`config.mk`:
```
export PLATFORM = sky130hd
export DESIGN_NAME = psd3_sqrt
export DESIGN_NICKNAME = d
export VERILOG_FILES = /design/src/rtl/psd3_pkg.sv /design/src/rtl/psd3_sqrt.sv
export SDC_FILE = /design/constraint.sdc
export NUM_CORES = 2
export LEC_CHECK = 0
export ABC_AREA = 1
export BUFFER_PORTS_ARGS = -buffer_cell sky130_fd_sc_hd__buf_2
export CAP_MARGIN = 10
export CORE_MARGIN = 2
export CORE_UTILIZATION = 49
export CTS_CLUSTER_SIZE = 16
export DETAILED_ROUTE_END_ITERATION = 16
export SLEW_MARGIN = 20
export SYNTH_ARGS = -nofsm -noshare
export SYNTH_HDL_FRONTEND = slang
export SYNTH_SLANG_ARGS = --single-unit
```
`constraint.sdc`:
```
create_clock -name clk -period 2.2 [get_ports clk]
set_input_delay 0.22 -clock clk [delete_from_list [all_inputs] [get_ports clk]]
set_output_delay 0.22 -clock clk [all_outputs]
set_load 0.005 [all_outputs]
```
`src/rtl/psd3_pkg.sv`:
```
// Shared widths, region codes and stage bundles for the distance unit.
`default_nettype none

package psd3_pkg;

  localparam int CRD_W      = 16;               // input coordinate
  localparam int DIF_W      = CRD_W + 1;        // coordinate difference
  localparam int PRD_W      = 2 * DIF_W;        // product of two differences
  localparam int DOT_W      = PRD_W + 2;        // signed dot product
  localparam int LEN_W      = PRD_W;            // squared length, unsigned
  localparam int CRS_W      = PRD_W + 1;        // cross product component
  localparam int MAG_W      = PRD_W;            // cross component magnitude
  localparam int SQ_W       = 2 * MAG_W;        // squared cross norm
  localparam int FRAC_SHIFT = 16;               // 8 result fraction bits, squared
  localparam int NUM_W      = SQ_W + FRAC_SHIFT;
  localparam int QUO_W      = LEN_W + FRAC_SHIFT;
  localparam int RAD_W      = QUO_W;            // radicand of the square root
  localparam int ROOT_W     = RAD_W / 2;
  localparam int SQ_REM_W   = ROOT_W + 2;
  localparam int AXES       = 3;

  typedef enum logic [1:0] {
    REGION_START    = 2'd0,
    REGION_END      = 2'd1,
    REGION_INTERIOR = 2'd2
  } psd3_region_t;

  typedef struct packed {
    psd3_region_t           region;
    logic [RAD_W-1:0]       alt;     // endpoint radicand for start/end regions
  } psd3_side_t;

  typedef struct packed {
    logic                   valid;
    logic [NUM_W-1:0]       num;
    logic [LEN_W-1:0]       den;
    psd3_side_t             side;
  } psd3_div_in_t;

  typedef struct packed {
    logic                   valid;
    logic [QUO_W-1:0]       quo;
    psd3_side_t             side;
  } psd3_div_out_t;

  typedef struct packed {
    logic                   valid;
    logic [RAD_W-1:0]       rad;
    psd3_region_t           region;
  } psd3_sqrt_in_t;

  typedef struct packed {
    logic                   valid;
    logic [ROOT_W-1:0]      root;
    psd3_region_t           region;
  } psd3_sqrt_out_t;

endpackage

`default_nettype wire

```
`src/rtl/psd3_sqrt.sv`:
```
// Fully pipelined digit-by-digit floor square root, one root bit per stage.
`default_nettype none

module psd3_sqrt (
  input  logic                     clk,
  input  logic                     rst_n,
  input  logic                     adv,
  input  psd3_pkg::psd3_sqrt_in_t  sq_in,
  output psd3_pkg::psd3_sqrt_out_t sq_out
);
  import psd3_pkg::*;

  logic                  vld_r  [ROOT_W];
  logic [SQ_REM_W-1:0]   rem_r  [ROOT_W];
  logic [RAD_W-1:0]      rad_r  [ROOT_W];
  logic [ROOT_W-1:0]     root_r [ROOT_W];
  psd3_region_t          reg_r  [ROOT_W];

  for (genvar k = 0; k < ROOT_W; k++) begin : g_stage
    logic                  vld_in;
    logic [SQ_REM_W-1:0]   rem_in;
    logic [RAD_W-1:0]      rad_in;
    logic [ROOT_W-1:0]     root_in;
    psd3_region_t          reg_in;
    logic [SQ_REM_W+1:0]   t;
    logic [SQ_REM_W+1:0]   trial;
    logic [SQ_REM_W+1:0]   diff;
    logic                  ge;
    logic [SQ_REM_W-1:0]   rem_nxt;

    if (k == 0) begin : g_first
      assign vld_in  = sq_in.valid;
      assign rem_in  = '0;
      assign rad_in  = sq_in.rad;
      assign root_in = '0;
      assign reg_in  = sq_in.region;
    end else begin : g_next
      assign vld_in  = vld_r[k-1];
      assign rem_in  = rem_r[k-1];
      assign rad_in  = rad_r[k-1];
      assign root_in = root_r[k-1];
      assign reg_in  = reg_r[k-1];
    end

    // bring down two radicand bits, try root*4+1
    always_comb begin
      t       = {rem_in, rad_in[RAD_W-1 -: 2]};
      trial   = {2'b00, root_in, 2'b01};
      diff    = t - trial;
      ge      = (t >= trial);
      rem_nxt = ge ? diff[SQ_REM_W-1:0] : t[SQ_REM_W-1:0];
    end

    always_ff @(posedge clk) begin
      if (!rst_n) begin
        vld_r[k] <= 1'b0;
      end else if (adv) begin
        vld_r[k] <= vld_in;
      end
    end

    always_ff @(posedge clk) begin
      if (adv) begin
        rem_r[k]  <= rem_nxt;
        rad_r[k]  <= {rad_in[RAD_W-3:0], 2'b00};
        root_r[k] <= {root_in[ROOT_W-2:0], ge};
        reg_r[k]  <= reg_in;
      end
    end
  end

  assign sq_out.valid  = vld_r[ROOT_W-1];
  assign sq_out.root   = root_r[ROOT_W-1];
  assign sq_out.region = reg_r[ROOT_W-1];

endmodule

`default_nettype wire

```
==> impl_metrics.xml <==
<?xml version="1.0" encoding="UTF-8"?>
<metrics>
  <group name="route">
    <metric name="ant_nets" unit="">0</metric>
    <metric name="drc_violations_left" unit="">0</metric>
    <metric name="first_pass_iters" unit="">8</metric>
    <metric name="routed_wirelength" unit="um">251600</metric>
    <metric name="routed-via-count" unit="">72135</metric>
    <metric name="initialDrtViolationCount" unit="">5673</metric>
    <metric name="route.detailed.wl_per_inst" unit="um">17.40</metric>
    <metric name="viasPerCell" unit="">4.988</metric>
  </group>
  <group name="final_layout">
    <metric name="register_area" unit="sq um">48370</metric>
    <metric name="final_design_area_no_fill" unit="sq um">117600</metric>
    <metric name="fill_cells" unit="">14704</metric>
    <metric name="finish.net_count" unit="">12367</metric>
    <metric name="multi_input_comb_area" unit="sq um">39030</metric>
    <metric name="utilization" unit="%">65.76</metric>
    <metric name="drive_gt1_share" unit="%">28.26</metric>
    <metric name="layout-area-overhead-vs-synth" unit="%">33.14</metric>
  </group>
  <group name="global_route">
    <metric name="grt_first_pass_wirelength" unit="um">375900</metric>
    <metric name="vias_in_the_first_global_route" unit="">67928</metric>
    <metric name="global_route.usage.total" unit="%">26.08</metric>
    <metric name="grt_antenna_before_repair" unit="">4</metric>
    <metric name="maximum_number_of_pins_on_one_net_before_global_route_repair" unit="">95</metric>
    <metric name="gr_overflow_total" unit="">0</metric>
  </group>
  <group name="setup_path">
    <metric name="critPathCaptureType" unit="">register</metric>
    <metric name="critical_path.reg2reg.endpoint" unit="">rem_r[11][31]$_DFFE_PP_</metric>
    <metric name="crit_fanout" unit="">6</metric>
    <metric name="worstSetupEndpoint" unit="">rem_r[11][31]$_DFFE_PP_</metric>
    <metric name="critical_path.reg2reg.startpoint" unit="">rem_r[11][22]$_DFFE_PP_</metric>
    <metric name="crit_arrival" unit="ns">2.83</metric>
    <metric name="reg2reg_depth" unit="">13</metric>
    <metric name="worstSetupStartpoint" unit="">rem_r[11][22]$_DFFE_PP_</metric>
    <metric name="path_class" unit="">reg2reg</metric>
    <metric name="worstSetupStartpointType" unit="">register</metric>
    <metric name="required" unit="ns">2.75</metric>
    <metric name="worst-r2r-setup-slack" unit="ns">-0.08</metric>
  </group>
  <group name="yosys">
    <metric name="syn_nets" unit="">10530</metric>
    <metric name="yosys.cell_types.count" unit="">55</metric>
    <metric name="synthDominantAreaCellType" unit="">sky130_fd_sc_hd__edfxtp_1</metric>
    <metric name="asyncSetResetFlopFracSynth" unit="%">0</metric>
    <metric name="netlist_top_cells_area" unit="">sky130_fd_sc_hd__edfxtp_1, sky130_fd_sc_hd__nand2_1, sky130_fd_sc_hd__inv_1</metric>
    <metric name="main_flop_type_after_synthesis" unit="">sky130_fd_sc_hd__edfxtp_1</metric>
    <metric name="post_synth_inst_count" unit="">10122</metric>
    <metric name="post-synth-top-count-cell" unit="">sky130_fd_sc_hd__nand2_1</metric>
    <metric name="synth-warning-count" unit="">0</metric>
    <metric name="count_of_flip_flops_with_a_built_in_enable_after_synthesis" unit="">1610</metric>
    <metric name="synth_top_cell_area_share" unit="%">54.74</metric>
    <metric name="post_synth_most_frequent_cells" unit="">sky130_fd_sc_hd__nand2_1, sky130_fd_sc_hd__inv_1, sky130_fd_sc_hd__edfxtp_1</metric>
    <metric name="postSynthAreaPerCell" unit="sq um">8.725</metric>
    <metric name="seq_area_frac_synth" unit="%">54.76</metric>
    <metric name="syn_std_cell_area" unit="sq um">88320</metric>
    <metric name="ys_seq_elements" unit="">1611</metric>
  </group>
  <group name="sta">
    <metric name="timing_hold_violations_final" unit="">0</metric>
    <metric name="post-route-worst-setup-slack" unit="ns">-0.07605</metric>
    <metric name="timing_max_transition_violations_final" unit="">0</metric>
    <metric name="setup_violations" unit="">32</metric>
    <metric name="timing.setup.tns" unit="ns">-0.9721</metric>
    <metric name="rsz0062_at_grt" unit="">yes</metric>
    <metric name="largest_clock_skew_in_the_final_design" unit="ns">0.04924</metric>
    <metric name="slew_at_the_pin_with_the_worst_max_slew_slack" unit="ns">0.7248</metric>
    <metric name="timing.final.crit_period" unit="ns">2.276</metric>
    <metric name="min_period_over_period" unit="%">103.5</metric>
    <metric name="slew_headroom" unit="%">51.56</metric>
    <metric name="clock.fmax" unit="MHz">439.4</metric>
  </group>
  <group name="min_path">
    <metric name="hold_path_class" unit="">in2reg</metric>
  </group>
  <group name="cts">
    <metric name="cts-htree-levels" unit="">4</metric>
    <metric name="ctsLongestPathBuffers" unit="">3</metric>
    <metric name="tritoncts" unit="">built</metric>
    <metric name="number_of_clock_buffers_inserted_by_tritoncts" unit="">172</metric>
    <metric name="clock_root_buffer_master" unit="">sky130_fd_sc_hd__clkbuf_16</metric>
    <metric name="clkTransAtPathRegs" unit="ns">0.07</metric>
    <metric name="clkLatencyLatePin" unit="ns">0.83</metric>
    <metric name="tritoncts_num_sinks" unit="">1611</metric>
  </group>
  <group name="pwr">
    <metric name="comb_power_share" unit="%">28.1</metric>
    <metric name="power_per_cell_area" unit="nW/um^2">824.0</metric>
    <metric name="total_leakage_power" unit="nW">53.88</metric>
    <metric name="total_switching_power" unit="mW">30.14</metric>
    <metric name="clock_power_share" unit="%">30.5</metric>
    <metric name="max-vdd-ir-drop" unit="mV">0.7314</metric>
    <metric name="seq_power_share" unit="%">41.4</metric>
    <metric name="netSwitchingFraction" unit="%">31.11</metric>
    <metric name="intPower" unit="mW">66.75</metric>
  </group>
  <group name="status">
    <metric name="result_of_the_run" unit="">finished with violations</metric>
    <metric name="violations_in_the_final_reports" unit="">negative setup slack</metric>
  </group>
  <group name="job">
    <metric name="max_cap_violations" unit="">0</metric>
  </group>
  <group name="floorplanning">
    <metric name="die_w" unit="um">428.5</metric>
    <metric name="initial_util" unit="%">49.39</metric>
    <metric name="core_area" unit="sq um">178800</metric>
    <metric name="ios" unit="">84</metric>
    <metric name="fp-row-count" unit="">155</metric>
    <metric name="die_height" unit="um">428.5</metric>
    <metric name="die_footprint" unit="sq um">183700</metric>
  </group>
  <group name="placement">
    <metric name="io_buffer_count" unit="">83</metric>
    <metric name="dp_hpwl" unit="um">185800</metric>
    <metric name="place_ws" unit="ns">-0.4997</metric>
    <metric name="post_dp_cell_area" unit="sq um">100900</metric>
    <metric name="gp_routability_congestion" unit="">0.9367</metric>
  </group>
</metrics>
-- kinds of logic (layout without fill, tap and decap cells) --
kind of cell               after synthesis  in the layout  synth area share (%)
buffers and inverters                 1939           3918                 8.761
DFF                                   1611           1611                 54.76
other                                    1              2              0.004246
AOI/OAI and AO/OA                      501            502                 3.244
adders and majority gates              352            352                 4.987
xor gates and xnor gates               243            243                 2.410
and+or+nand+nor                       5475           5479                 25.83
-- routing by layer --
layer  vias up  part of all wire [%]  GRT usage, %
met5         -                0.0028             0
met4         2                   2.1         5.561
met3       319                   5.2         2.962
met2      1768                    46         42.48
met1     33923                    46         37.65
li1      36123                     -             -
-- power by group through the flow --
| stage | Sequential, mW | Clock [mW] | Combinational, mW |
|---|---|---|---|
| 2_1_floorplan | 39.3 | 0 | 12.5 |
| 3_3_place_gp | 40.4 | 0 | 21.7 |
| 3_5_place_dp | 40.4 | 0 | 21.8 |
| 4_1_cts | 40.0 | 30.3 | 23.6 |
| 5_1_grt | 40.4 | 31.4 | 29.9 |
| 6_report | 40.1 | 29.5 | 27.2 |
-- placed cells by master, fill, tap and decap left out, types with 159 or more instances in the layout --
cell type,n
sky130_fd_sc_hd__a21oi_1,189
sky130_fd_sc_hd__nand2_2,395
sky130_fd_sc_hd__edfxtp_1,1610
sky130_fd_sc_hd__nand3_1,498
sky130_fd_sc_hd__ha_4,249
sky130_fd_sc_hd__clkbuf_16,183
sky130_fd_sc_hd__nand2_1,3112
sky130_fd_sc_hd__nor2_1,642
sky130_fd_sc_hd__buf_4,1460
sky130_fd_sc_hd__inv_2,159
sky130_fd_sc_hd__xor2_1,177
sky130_fd_sc_hd__nand4_1,168
sky130_fd_sc_hd__inv_1,1677
-- per-stage QoR --
| step | std cells | power, mW | hold slack [ns] |
|---|---|---|---|
| after floorplan | 10122 | 51.78 | 0.3189 |
| after global placement | 13722 | 62.07 | 0.3963 |
| after detailed placement | 13722 | 62.26 | 0.3981 |
| after CTS | 14222 | 93.87 | 0.04018 |
| after global routing | 14461 | 101.8 | 0.05915 |
| final | 14462 | 96.89 | 0.1060 |
-- worst min path at each step --
stage          startpoint                endpoint  slack (ns)  depth (start not counted)
2_1_floorplan    sq_in[2]   rad_r[0][0]$_DFFE_PP_        0.32                          0
3_3_place_gp    sq_in[24]  rad_r[0][22]$_DFFE_PP_        0.40                          1
3_5_place_dp     sq_in[6]   rad_r[0][4]$_DFFE_PP_        0.40                          1
4_1_cts         sq_in[47]  rad_r[0][45]$_DFFE_PP_        0.04                          2
5_1_grt         sq_in[24]  rad_r[0][22]$_DFFE_PP_        0.06                          2
6_report        sq_in[24]  rad_r[0][22]$_DFFE_PP_        0.11                          2
-- final cells by class --
class,instances,share of cell area (%)
sequential,1611,41.13
multi-input combinational,6577,33.20
timing repair buffer,1735,12.15
inverter,1854,6.012
clock buffer,198,3.780
tap,2355,2.506
clock inverter,123,1.145
timing repair inverter,8,0.07342
antenna,1,0.002128
-- registers in the layout (all words and copies together) (netlist names) --
signal	flops
reg_r	50
rem_r	611
root_r	325
vld_r	25
rad_r	600
-- what timing repair did --
action                     in CTS  in global routing
hold buffers                   56                  0
pin swaps                      79                319
gates resized for setup       456               1151
hold endpoints to repair       81                  0
gates cloned                   12                 18
buffers inserted              111                233
setup endpoints to repair     439                545
-- worst max-delay path, cell delays in order, from the launching register on --
cell and delay (ns):
sky130_fd_sc_hd__edfxtp_1 0.51, sky130_fd_sc_hd__ha_4 0.37, sky130_fd_sc_hd__inv_2 0.06, sky130_fd_sc_hd__nor2_4 0.14, sky130_fd_sc_hd__nand3b_1 0.16, sky130_fd_sc_hd__nor2_1 0.13
sky130_fd_sc_hd__nand2_1 0.07, sky130_fd_sc_hd__nand2_2 0.09, sky130_fd_sc_hd__nor2_4 0.05, sky130_fd_sc_hd__nand2_8 0.14, sky130_fd_sc_hd__buf_12 0.13, sky130_fd_sc_hd__inv_6 0.04
sky130_fd_sc_hd__nand2_1 0.05, sky130_fd_sc_hd__nand2_1 0.07
Note: power is estimated with default switching activity, not from simulation.
